`config.mk`:
```
export PLATFORM = sky130hd
export DESIGN_NAME = aont_ram
export DESIGN_NICKNAME = d
export VERILOG_FILES = /design/src/aont_ram.sv
export SDC_FILE = /design/constraint.sdc
export NUM_CORES = 2
export LEC_CHECK = 0
export BUFFER_PORTS_ARGS = -buffer_cell sky130_fd_sc_hd__buf_2
export CORE_MARGIN = 2
export CORE_UTILIZATION = 27
export CTS_BUF_LIST = sky130_fd_sc_hd__clkbuf_8
export CTS_CLUSTER_SIZE = 12
export DETAILED_ROUTE_END_ITERATION = 7
export MAX_ROUTING_LAYER = met4
export PLACE_DENSITY = 0.4
export SYNTH_ARGS = -nofsm -noshare
export SYNTH_HDL_FRONTEND = slang
export SYNTH_SLANG_ARGS = --single-unit
```
`constraint.sdc`:
```
create_clock -name clk -period 2.35 [get_ports clk]
set_clock_uncertainty 0.1 [all_clocks]
set_input_delay 0.3525 -clock clk [delete_from_list [all_inputs] [get_ports clk]]
set_output_delay 0.3525 -clock clk [all_outputs]
set_load 0.03 [all_outputs]
```
`src/aont_ram.sv`:
```
// Generic single-port-write, single-port-read RAM with registered read.
`default_nettype none
module aont_ram #(
    parameter int WIDTH = 8,
    parameter int DEPTH = 256
) (
    input  wire logic                     clk,
    input  wire logic                     we,
    input  wire logic [$clog2(DEPTH)-1:0] waddr,
    input  wire logic [WIDTH-1:0]         wdata,
    input  wire logic [$clog2(DEPTH)-1:0] raddr,
    output logic      [WIDTH-1:0]         rdata
);
    logic [WIDTH-1:0] mem [DEPTH];
    always_ff @(posedge clk)
    begin
        if (we)
        begin
            mem[waddr] <= wdata;
        end
        rdata <= mem[raddr];
    end
endmodule
`default_nettype wire

```
# Word level (Yosys, flattened, before mapping)
# Memories as Yosys holds them, arrays and structs flattened. A register that Yosys moved wholly into a read port is not among the register bits.
# Index checks and enable logic that the tools add are counted.
# totals
reg_bits,0
ram_bits,2048
input_bits,26
output_inout_bits,8
word_cells,3
mem_count,1
# classes
muxes,2
# mem_list
memory,depth,width,read_ports,rd_clocked_by_memory_dff,write_ports,line_no,source
mem,256,8,1,1,1,14,logic [WIDTH-1:0] mem [DEPTH];
# op_table
op,count
1-bit 2-to-1 mux,2

# Longest topological paths before layout
# logic_depth
word_depth,2
ltp_mapped,11
mapped_depth_nobuf,6

# Worst setup path before layout
# OpenSTA, ideal clock, no wires.
# synth_timing
path_type,in2reg
start,input raddr[0]
end,register rdata[2] (read register of mem)
setup_ns,0.131
arrival_time_ns,2.159
required_time_ns,2.119
slack_ns,-0.040
stages,9
n_path_buf,4
path_cell_list,buf_6 buf_12 buf_8 buf_2 mux4_2 a22oi_1 a21oi_1 nor4_1 nor4_2
# synth_lines
item,line_no,source
"start, declared",11,"input wire logic [$clog2(DEPTH)-1:0] raddr,"
"end, declared",12,output logic [WIDTH-1:0] rdata

==> run_results.csv <==
group,metric,value,unit
cells_and_area,num-nets-final,4748,
placed_design,place_area,91000,µm²
power,p_clk_share,40.9,%
route,drt_drc_violations_left,0,
route,antenna_left,0,
yosys,synth_top_area_share,77.3,%
sta,timing.fmax,429,MHz
route,via_count,41465,
yosys,seq_area_frac_synth,77.5,%
clock_tree,root_buffer,"clkbuf_8",
route,drt-pass1-iter-count,5,
hold_path,min_path_type,"in -> reg",
sta,fin_ws,16.8,ps
yosys,synth_area_leaders,"edfxtp_1 77%, mux4_2 13%, mux2i_1 1.7%",
sta,rsz0062_at_grt,"yes",
power,p_int,58.5,mW
yosys,syn-cell-area,79600,µm²
run,max_cap_violations,0,
setup_path,path_max_fanout,1,
yosys,synth.largest_area_cell,"edfxtp_1",
yosys,synthesis.nets,3759,
setup_path,startpoint,"mem[131][4]",
sta,fin_crit_sh,99.3,%
sta,drv_slew,0,
global_route,grt_max_degree,106,
cells_and_area,final_core_util,33.4,%
floorplan,die_x,547,µm
power,pwr-share-seq,52.9,%
cells_and_area,multi_input_area,16800,µm²
setup_path,end_kind,"flop",
clock_tree,cts_setup_buffers,0,
sta,setup_viol,0,
yosys,yosys_warnings,0,
clock_tree,numCtsBuffers,371,
cells_and_area,fin_area,98200,µm²
setup_path,cp-start-kind,"flop",
route,first_iter_violations,3505,
cells_and_area,syn_to_final_growth,23.4,%
cells_and_area,final_cell_mix,"2048 x edfxtp_1, 672 x buf_4, 455 x mux4_2, 373 x clkbuf_8, 274 x nor2_1",
global_route,grt_usage,16.4,%
route,wirelength,241,mm
yosys,ys_seq_elements,2056,
global_route,antenna_found_initial,20,
sta,fin_tns_setup,0,ps
clock_tree,clock_sinks,2056,
sta,hold_viol_final,0,
global_route,overflow,0,
sta,post-route-min-period,2330,ps
hold_path,hp-start,"waddr[5]",
sta,worst_pin_slew,707,ps
power,ir_drop,0.481,mV
yosys,synth.distinct_cells,55,
floorplan,pin_count,34,
yosys,async_flop_share,0,%
power,powerDensity,780,nW/µm²
floorplan,die_area,299000,µm²
setup_path,cp_data_required_time,3120,ps
yosys,avgSynthCellArea,21.3,µm²
sta,whs,29.9,ps
placed_design,place_congestion,0.791,
yosys,synthFlopType,"edfxtp_1",
floorplan,start_util,27.1,%
cells_and_area,drive_gt1_share,36.6,%
power,swShare,23.6,%
setup_path,worstSetupPathType,"reg -> reg",
global_route,grt_pass1_wl,338,mm
setup_path,crit_arrival,3100,ps
clock_tree,clock_latency,1020,ps
placed_design,port_buffers,33,
sta,timing.slew.headroom,52.9,%
yosys,synth_enable_flop_cells,2048,
cells_and_area,final_common_cell,"edfxtp_1",
clock_tree,clk_pin_slew_worst_paths,60,ps
placed_design,hpwl,156,mm
run_status,status,"completed",
power,leakage,32.0,nW
route,wl_per_cell,26.9,µm
cells_and_area,fillCellCount,27882,
setup_path,r2r_start,"mem[131][4]",
setup_path,reg2reg_slack,20,ps
floorplan,rows,199,
clock_tree,cts.htree.levels,5,
placed_design,place_ws,-1620,ps
cells_and_area,seq_area,61700,µm²
floorplan,core_area,294000,µm²
clock_tree,cts_tree,"yes",
power,p_switching,18.1,mW
global_route,first_global_vias,43291,
yosys,syn_inst,3733,
floorplan,dieHeight,547,µm
clock_tree,cts_buffer_depth,4,
route,via_per_inst,4.64,
power,pwr-share-comb,6.2,%
-- cell usage after synthesis (31+ instances only) --
cell type  number
nor2_1        282
a21oi_1        96
edfxtp_1     2048
a22oi_1       133
buf_2          31
clkbuf_1      111
mux4_2        454
nor2b_1        31
mux2i_1       134
o221ai_1       46
nand3_1        34
nand2_1        33
-- cell families (layout without fill, tap and decap cells) --
family / count (synthesis) / count (layout) / share of synthesized area (%)
buffers and inverters: 235 / 1511 / 1.83
muxes: 591 / 591 / 14.6
DFF: 2056 / 2056 / 77.5
AOI/OAI and AO/OA: 385 / 385 / 3.42
and+or+nand+nor: 466 / 466 / 2.63
other: 0 / 5 / 0
-- metal layers --
metal	GRT usage (%)	wire, µm	vias to the layer above
li1	-	-	17773
met1	21.7	106000	22178
met2	25.8	116000	1131
met3	2.44	11500	383
met4	5.26	6510	0
met5	-	0	-
-- stage by stage --
| stage | power, mW | cells |
|---|---|---|
| after floorplan | 43.3 | 3733 |
| after global placement | 46.0 | 8251 |
| after detailed placement | 46.1 | 8252 |
| after CTS | 77.9 | 8930 |
| after global routing | 79.6 | 8930 |
| final | 76.6 | 8933 |
-- path summary, 6_finish.rpt --
check                     to  cells after the start
setup reg to reg    rdata[4]                      6
hold reg to reg     rdata[3]                      6
setup / recovery    rdata[4]                      6
hold / removal    mem[36][5]                      4
-- what timing repair did --
action,4_1_cts,5_1_grt
pin swaps,7,13
endpoints found under the hold margin,2024,0
endpoints found under the setup margin,12,40
hold buffers,18,0
gates resized for setup,31,23
-- area by class of cell --
type / instances / area share (%)
clock inverter: 287 / 1.64
inverter: 2 / 0.00765
antenna: 5 / 0.0127
sequential: 2056 / 62.8
tap: 3919 / 4.99
multi-input combinational: 1442 / 17.1
timing repair buffer: 849 / 8.19
clock buffer: 373 / 5.23
-- critical path: stages, from the launching register on --
cell and delay [ps]:
edfxtp_1 360, mux4_2 530, mux4_2 540, nor2_4 160, a2111oi_4 50, nor3_4 350, nor4_1 90
-- flip-flops by register name (all words and copies together) (netlist names) --
register,flops
mem,2048
rdata,8
-- power by group through the flow --
| stage | Clock, mW | Combinational (mW) | Sequential (mW) |
|---|---|---|---|
| after global placement | 0 | 4.76 | 41.3 |
| final | 31.4 | 4.76 | 40.5 |
| after detailed placement | 0 | 4.78 | 41.3 |
| after CTS | 32.5 | 4.85 | 40.5 |
| after floorplan | 0 | 1.97 | 41.3 |
| after global routing | 34.0 | 5.05 | 40.5 |
Note: power is estimated with default switching activity, not from simulation.
